==> config.mk <==
export PLATFORM = sky130hd
export DESIGN_NAME = dlfb_ctrl
export DESIGN_NICKNAME = d
export VERILOG_FILES = /design/src/hw/rtl/dlfb_pkg.sv /design/src/hw/rtl/dlfb_ctrl.sv
export SDC_FILE = /design/constraint.sdc
export NUM_CORES = 1
export LEC_CHECK = 0
export BUFFER_PORTS_ARGS = -buffer_cell sky130_fd_sc_hd__buf_4
export CORE_AREA = 2 2 39 41
export CTS_CLUSTER_DIAMETER = 120
export DETAILED_ROUTE_END_ITERATION = 10
export DIE_AREA = 0 0 41 43
export GPL_TIMING_DRIVEN = 0
export PLACE_DENSITY = 0.41
export SYNTH_ARGS = -nofsm -noshare
export SYNTH_HDL_FRONTEND = slang
export SYNTH_SLANG_ARGS = --single-unit
==> constraint.sdc <==
create_clock -name clk -period 2.13 [get_ports clk]
set_clock_uncertainty 0.05 [all_clocks]
set_input_delay 0.1065 -clock clk [delete_from_list [all_inputs] [get_ports clk]]
set_output_delay 0.1065 -clock clk [all_outputs]
set_load 0.02 [all_outputs]
==> src/hw/rtl/dlfb_pkg.sv <==
package dlfb_pkg;

  // Default geometry
  localparam int LAYER_BYTES_DEF = 131072;
  localparam int LINE_PITCH_DEF  = 512;

  // Byte lanes in one memory row
  localparam int LANES = 4;

  // Item commands
  typedef enum logic [1:0] {
    MODE_WR_BACK  = 2'd0,
    MODE_WR_FRONT = 2'd1,
    MODE_BANK     = 2'd2,
    MODE_READ     = 2'd3
  } mode_t;

  // Access size codes; any other code is a word access
  localparam logic [1:0] SIZE_BYTE = 2'd0;
  localparam logic [1:0] SIZE_HALF = 2'd1;

  // Layer 1 byte value that leaves the stored byte unchanged
  localparam logic [7:0] TRANSPARENT_BYTE = 8'hff;

  // Controller states
  typedef enum logic [1:0] {
    ST_CLEAR,
    ST_IDLE,
    ST_READ
  } state_t;

  // Controller to datapath
  typedef struct packed {
    logic clear_wr;   // write zero to the clear row, advance the row counter
    logic wr_back;    // layer 0 write
    logic wr_front;   // layer 1 transparent write
    logic set_bank;   // load the write bank
    logic load_zero;  // result register takes zero
    logic load_pixel; // result register takes the composited pixel
  } cmd_t;

  // Datapath to controller
  typedef struct packed {
    logic clear_last; // clear row counter sits on the last row
  } status_t;

endpackage

==> src/hw/rtl/dlfb_ctrl.sv <==
module dlfb_ctrl (
  input  logic              clk,
  input  logic              rst_n,
  input  logic              in_valid,
  output logic              in_stall,
  input  logic [1:0]        in_mode,
  output logic              out_valid,
  input  logic              out_stall,
  output dlfb_pkg::cmd_t    cmd,
  input  dlfb_pkg::status_t status
);

  dlfb_pkg::state_t state_r;
  dlfb_pkg::state_t state_nxt;
  logic             out_valid_r;
  logic             out_valid_nxt;
  logic             in_xfer;
  logic             out_xfer;
  logic             slot_free;

  assign out_xfer  = out_valid_r & ~out_stall;
  assign slot_free = ~out_valid_r | ~out_stall;
  assign in_stall  = ~((state_r == dlfb_pkg::ST_IDLE) & slot_free);
  assign in_xfer   = in_valid & ~in_stall;
  assign out_valid = out_valid_r;

  always_ff @(posedge clk) begin
    if (!rst_n) begin
      state_r     <= dlfb_pkg::ST_CLEAR;
      out_valid_r <= 1'b0;
    end else begin
      state_r     <= state_nxt;
      out_valid_r <= out_valid_nxt;
    end
  end

  // Next state and commands
  always_comb begin
    state_nxt     = state_r;
    cmd           = '0;
    out_valid_nxt = out_valid_r & ~out_xfer;
    case (state_r)
      dlfb_pkg::ST_CLEAR: begin
        cmd.clear_wr = 1'b1;
        if (status.clear_last) begin
          state_nxt = dlfb_pkg::ST_IDLE;
        end
      end
      dlfb_pkg::ST_IDLE: begin
        if (in_xfer) begin
          case (dlfb_pkg::mode_t'(in_mode))
            dlfb_pkg::MODE_WR_BACK: begin
              cmd.wr_back   = 1'b1;
              cmd.load_zero = 1'b1;
              out_valid_nxt = 1'b1;
            end
            dlfb_pkg::MODE_WR_FRONT: begin
              cmd.wr_front  = 1'b1;
              cmd.load_zero = 1'b1;
              out_valid_nxt = 1'b1;
            end
            dlfb_pkg::MODE_BANK: begin
              cmd.set_bank  = 1'b1;
              cmd.load_zero = 1'b1;
              out_valid_nxt = 1'b1;
            end
            default: begin
              // Scanout read: memory data comes back next cycle
              state_nxt = dlfb_pkg::ST_READ;
            end
          endcase
        end
      end
      dlfb_pkg::ST_READ: begin
        cmd.load_pixel = 1'b1;
        out_valid_nxt  = 1'b1;
        state_nxt      = dlfb_pkg::ST_IDLE;
      end
      default: begin
        state_nxt = dlfb_pkg::ST_IDLE;
      end
    endcase
  end

  // No transfer is taken while memory is being cleared
  a_no_xfer_in_clear: assert property (@(posedge clk) disable iff (!rst_n)
    (state_r == dlfb_pkg::ST_CLEAR) |-> in_stall)
    else $error("input transfer during memory clear");

  // A scanout read presents its result once the ST_READ state has loaded the result register
  a_read_result: assert property (@(posedge clk) disable iff (!rst_n)
    (in_xfer && in_mode == dlfb_pkg::MODE_READ) |-> ##2 out_valid_r)
    else $error("scanout result missing");

  // Writes and bank commands present their result in the next cycle
  a_write_result: assert property (@(posedge clk) disable iff (!rst_n)
    (in_xfer && in_mode != dlfb_pkg::MODE_READ) |=> out_valid_r)
    else $error("write result missing");

  // Only one memory operation per cycle
  a_one_op: assert property (@(posedge clk) disable iff (!rst_n)
    $onehot0({cmd.clear_wr, cmd.wr_back, cmd.wr_front, cmd.set_bank, cmd.load_pixel}))
    else $error("conflicting datapath commands");

endmodule

==> impl_metrics.toml, run 1 <==
[clock_tree]
cts_tree = "built"
clk_pin_slew_ps = 40
clk_latency_ps = 230
cts_buffers = 3
cts.path.max_buffers = 2
post_cts_buffers = 0
cts_sinks = 3
postCtsHoldBufs = 0
htree_levels = 1
cts-resized-gates = 0
root_buffer = "clkbuf_4"

[placed_design]
port_buffers = 14
hpwl_um = 469.8
routabilityCongestion = 0.6471

[power]
leakage_nw = 0.1732
powerDensity_nw_per_um2 = 597.0
power.total_mw = 0.2241
ir_drop_mv = 0.2632

[setup_path]
worst-r2r-setup-slack_ps = 510
r2r_end = "state_r[0]$_SDFFE_PN0P_"
cp_slowest_stage_delay_ps = 540
arrival_ps = 1690
cp-start-kind = "register"
critPathCaptureType = "register"
crit_required_ps = 2200
rr_startpoint = "state_r[1]$_SDFFE_PN0P_"
worstPathCellList = "inv_1, ha_1, nand2_1, or4b_1, and3_1"
critPathMaxFanout = 8
critPathKind = "reg -> reg"
slowest_stage = "or4b_1"
ff2ff_path_depth = 5

[synth]
synth_cell_types = 17
synthSimpleGateAreaFrac = 0.3799
syn_area_sq_um = 224.0
synth-xor-area-share = 0
synth_cells = 28
yosysWarnings = 0
synthMuxAreaShare = 0
synth_top_family_by_area = "simple AND/OR/NAND/NOR gates"
synth.area.top_cells = "dfxtp_1 (27%), ha_1 (17%), nand2_1 (8.4%), nor3b_1 (6.7%), o21ai_0 (4.5%)"
synth_fa_ha_area_frac = 0.1676
syn-num-nets = 38
post_synth.cell_area_avg_sq_um = 7.999
synth_top_cell_by_area = "dfxtp_1"
synth_compound_area_frac = 0.1508
seq_area_frac_synth = 0.2682
ys_seq_elements = 3
synth_top_area_frac = 0.2682

[grt]
antenna_found_initial = 0
grt_pass1_wl_um = 945
grt_max_degree = 9
grt_pass1_vias = 248
grtUsageTotal = 0.08024
globalRouteOverflowTotal = 0

[cells_and_area]
nets = 57
syn2layout_area_growth_pct = 67.60
final_cell_mix = "buf_4 (14), nand2_1 (5), ha_1 (3), clkbuf_4 (3), dfxtp_1 (3)"
antennaDiodeCount = 0
final_common_cell = "buf_4"
drive_gt1_frac = 0.3913

[timing]
post-route-period-util = 0.7587
period_needed_ps = 1616
max_slew_margin = 0.8552
finalSetupViolCount = 0
rsz0062_at_grt = "no"
worst_pin_slew_ps = 217.1
timing.hold.ws_ps = 71.33
setup_tns_ps = 0
hold_violations = 0
fmax_mhz = 618.8
finalMaxSlewViolations = 0

[die]
fp-row-count = 14
die_x_um = 41
die_area_sq_um = 1763
start_util = 0.1618
fp.dieH_um = 43
ioPinCount = 15
core_sq_um = 1384

[worst_hold_path]
whs_endpoint = "state_r[0]$_SDFFE_PN0P_"
hold_path.class = "in -> reg"
hold_depth = 2
hold_start = "rst_n"

[detailed_routing]
via_per_inst = 4.145
drtAntennaViolNets = 0
drc_errors = 0
dr.pass1.iters = 3
drt-initial-drc-count = 7
routedWlPerCell_um = 8.742
wirelength_um = 542
via_count = 257

[outcome]
outcome = "finished clean"

[job]
maxCapViolations = 0
## how the worst max path moves through the flow
stage | from | end
6_report | state_r[1]$_SDFFE_PN0P_ | state_r[0]$_SDFFE_PN0P_
5_1_grt | state_r[1]$_SDFFE_PN0P_ | cmd[2]
4_1_cts | state_r[1]$_SDFFE_PN0P_ | cmd[2]
3_5_place_dp | state_r[1]$_SDFFE_PN0P_ | state_r[0]$_SDFFE_PN0P_
3_3_place_gp | state_r[1]$_SDFFE_PN0P_ | state_r[0]$_SDFFE_PN0P_
2_1_floorplan | state_r[0]$_SDFFE_PN0P_ | state_r[0]$_SDFFE_PN0P_
## registers in the layout (all words and copies together), names as in the netlist
name       cells
state_r        2
out_valid      1
## logic make-up (layout without fill, tap and decap cells)
family,count (synthesis),after routing
buf+inv,2,20
fa+ha+maj,3,3
compound gates,5,5
simple gates,15,15
flops,3,3
## power by group
group / total [mW] / switching, mW / internal (mW)
Combinational: 0.0645 / 0.0331 / 0.0314
Clock: 0.0978 / 0.0277 / 0.0701
Sequential: 0.0618 / 0.00186 / 0.0599
Total: 0.224 / 0.0627 / 0.161
## synth_stat cells (all sizes together)
cell type,count
a21boi,2
a2bb2oi,1
and2b,1
and3,1
dfxtp,3
ha,3
inv,2
nand2,5
nand3,1
nand4,1
nor2,1
nor2b,1
nor3,1
nor3b,2
o21ai,2
or4b,1
## stage by stage
stage               cell area (sq um)  cells  utilization  setup slack [ps]
global placement                349.1     58       0.2523             509.3
floorplan                       224.0     28            -             504.1
CTS                             375.4     62       0.2712             476.7
global route                    375.4     62       0.2712             335.8
finish                          375.4     62       0.2712             514.0
detailed placement              349.1     58       0.2523             517.4
## layer usage
metal  track usage  routed length [um]  up-vias
li1              -                   -      134
met1       0.08974                 237      114
met2        0.1156                 269        9
met3       0.04712                  35        0
met4       0.04000                   0        0
met5             0                   0        -
## critical path, delay by kind of cell, from the launching register on
| family | cells | cell delay, ps |
|---|---|---|
| buffers and inverters | 1 | 70 |
| DFF | 1 | 310 |
| adders and majority gates | 1 | 260 |
| and+or+nand+nor | 3 | 800 |
## final cells by class
type	count	area, sq um
flip-flops and latches	3	60.06
repair buffers	14	105.1
inverters	2	7.507
fillers	157	1008
well taps	16	20.02
multi-input cells	23	156.4
clock buffers	4	26.28
No activity file was read; power rests on OpenSTA's default activity.
==> inputs of run 2 (changes only) <==
==> constraint.sdc (replaced) <==
create_clock -name clk -period 1.68 [get_ports clk]
set_clock_uncertainty 0.05 [all_clocks]
set_input_delay 0.084 -clock clk [delete_from_list [all_inputs] [get_ports clk]]
set_output_delay 0.084 -clock clk [all_outputs]
set_load 0.02 [all_outputs]
==> run 2 against run 1 <==
  * Worst hold slack got worse by 22 ps
  * Die area did not move
  * Register-to-register slack got worse by 430 ps
  * Final area rose by 4.3%
  * Clock power rose by 27%
  * Final cell count did not move
  * Clock-buffer cell count did not move
  * Combinational power rose by 33%
  * Via count rose by 0.78%
  * Non-clock buffer count did not move
  * Critical endpoint unchanged
  * Highest routed layer unchanged
==> impl_metrics.toml, run 2 (synthesized netlist as in run 1, its figures left out) <==
[detailed_routing]
drt-initial-drc-count = 2
via_per_inst = 4.177
dr.pass1.iters = 2
wirelength_um = 561
drc_errors = 0
routedWlPerCell_um = 9.048
via_count = 259
drtAntennaViolNets = 0

[setup_path]
arrival_ps = 1670
cp_slowest_stage_delay_ps = 530
crit_required_ps = 1750
worstPathCellList = "inv_1, ha_2, nor2b_1, or4b_4, and3_1"
crit_buf_inv = 1
slowest_stage = "or4b_4"
critPathCaptureType = "register"
critPathMaxFanout = 3
critPathKind = "reg -> reg"
cp-start-kind = "register"
cp_top_family = "simple AND/OR/NAND/NOR gates"

[grt]
grtUsageTotal = 0.08024
antenna_found_initial = 0
globalRouteOverflowTotal = 0
use_met3 = 0.04712
grt_max_degree = 9
grt_pass1_wl_um = 945
grt_use_met1 = 0.08974
grt_most_used_layer = "met2"
grt_pass1_vias = 248
met2_usage = 0.1156

[timing]
period_needed_ps = 1598
max_slew_margin = 0.8700
finalSetupViolCount = 0
hold_violations = 0
timing.hold.ws_ps = 49.45
finalMaxSlewViolations = 0
post-route-period-util = 0.9511
worst_pin_slew_ps = 194.5
fmax_mhz = 625.9

[outcome]
outcome = "finished clean"

[cells_and_area]
multi_input_area_sq_um = 170.2
drive_gt1_frac = 0.5217
final_cell_mix = "buf_4 (14), nand2_1 (5), clkbuf_4 (3)"
final_common_cell = "buf_4"
syn2layout_area_growth_pct = 74.86
nets = 57
largest_reg_flops = 2
max_flop_register = "state_r"
antennaDiodeCount = 0
nFillCells = 159
regArea_sq_um = 62.56

[die]
fp.dieH_um = 43
die_x_um = 41
core_sq_um = 1384
ioPinCount = 15
start_util = 0.1618
die_area_sq_um = 1763
fp-row-count = 14

[clock_tree]
cts.path.max_buffers = 2
cts_tree = "built"
root_buffer = "clkbuf_4"
clk_pin_slew_ps = 40
htree_levels = 1
cts_buffers = 3
postCtsHoldBufs = 0
cts_sinks = 3
clk_latency_ps = 230

[job]
maxCapViolations = 0

[power]
power.total_mw = 0.2888
ir_drop_mv = 0.3340
leakage_nw = 0.1747
powerDensity_nw_per_um2 = 737.4

[placed_design]
routabilityCongestion = 0.6471
hpwl_um = 469.8
port_buffers = 14

[worst_hold_path]
hold_path.class = "in -> reg"
[run 2: final cells by class]
class	instances	area share
clock buffer	4	0.06709
inverter	2	0.01917
multi-input combinational	23	0.4345
sequential	3	0.1597
tap	16	0.05112
timing repair buffer	14	0.2684
[run 2: power by group]
part | switching, mW | total (mW) | internal (mW)
Sequential | 0.00253 | 0.0792 | 0.0767
Combinational | 0.0435 | 0.0856 | 0.0421
Clock | 0.0351 | 0.124 | 0.0889
Total | 0.0812 | 0.289 | 0.208
[run 2: per-stage QoR]
step / util / std cells / worst slack (ps) / setup TNS [ps] / instance area, sq um
global placement: 0.2523 / 58 / 59.35 / 0 / 349.1
detailed placement: 0.2523 / 58 / 67.38 / 0 / 349.1
finish: 0.2830 / 62 / 82.19 / 0 / 391.6
global route: 0.2830 / 62 / -4.694 / -4.694 / 391.6
floorplan: - / 28 / 54.08 / 0 / 224.0
CTS: 0.2712 / 62 / 49.15 / 0 / 375.4
[run 2: path summary, 6_finish.rpt]
check / cells after the start / to / startpoint / slack (ps)
hold / removal: 2 / state_r[0]$_SDFFE_PN0P_ / rst_n / 50
setup reg to reg: 5 / state_r[0]$_SDFFE_PN0P_ / state_r[0]$_SDFFE_PN0P_ / 80
hold reg to reg: 2 / state_r[1]$_SDFFE_PN0P_ / state_r[1]$_SDFFE_PN0P_ / 430
setup / recovery: 5 / state_r[0]$_SDFFE_PN0P_ / state_r[0]$_SDFFE_PN0P_ / 80
[run 2: timing repair]
action,CTS,global route
resized for setup,0,6
buffers inserted,0,0
endpoints found under the setup margin,0,4
endpoints found under the hold margin,0,0
[run 2: metal layers]
layer	up-vias	wire length (um)	part of all wire
met5	-	0	0
met4	0	0	0
met3	0	35	0.062
met2	9	280	0.50
met1	116	245	0.44
li1	134	-	-
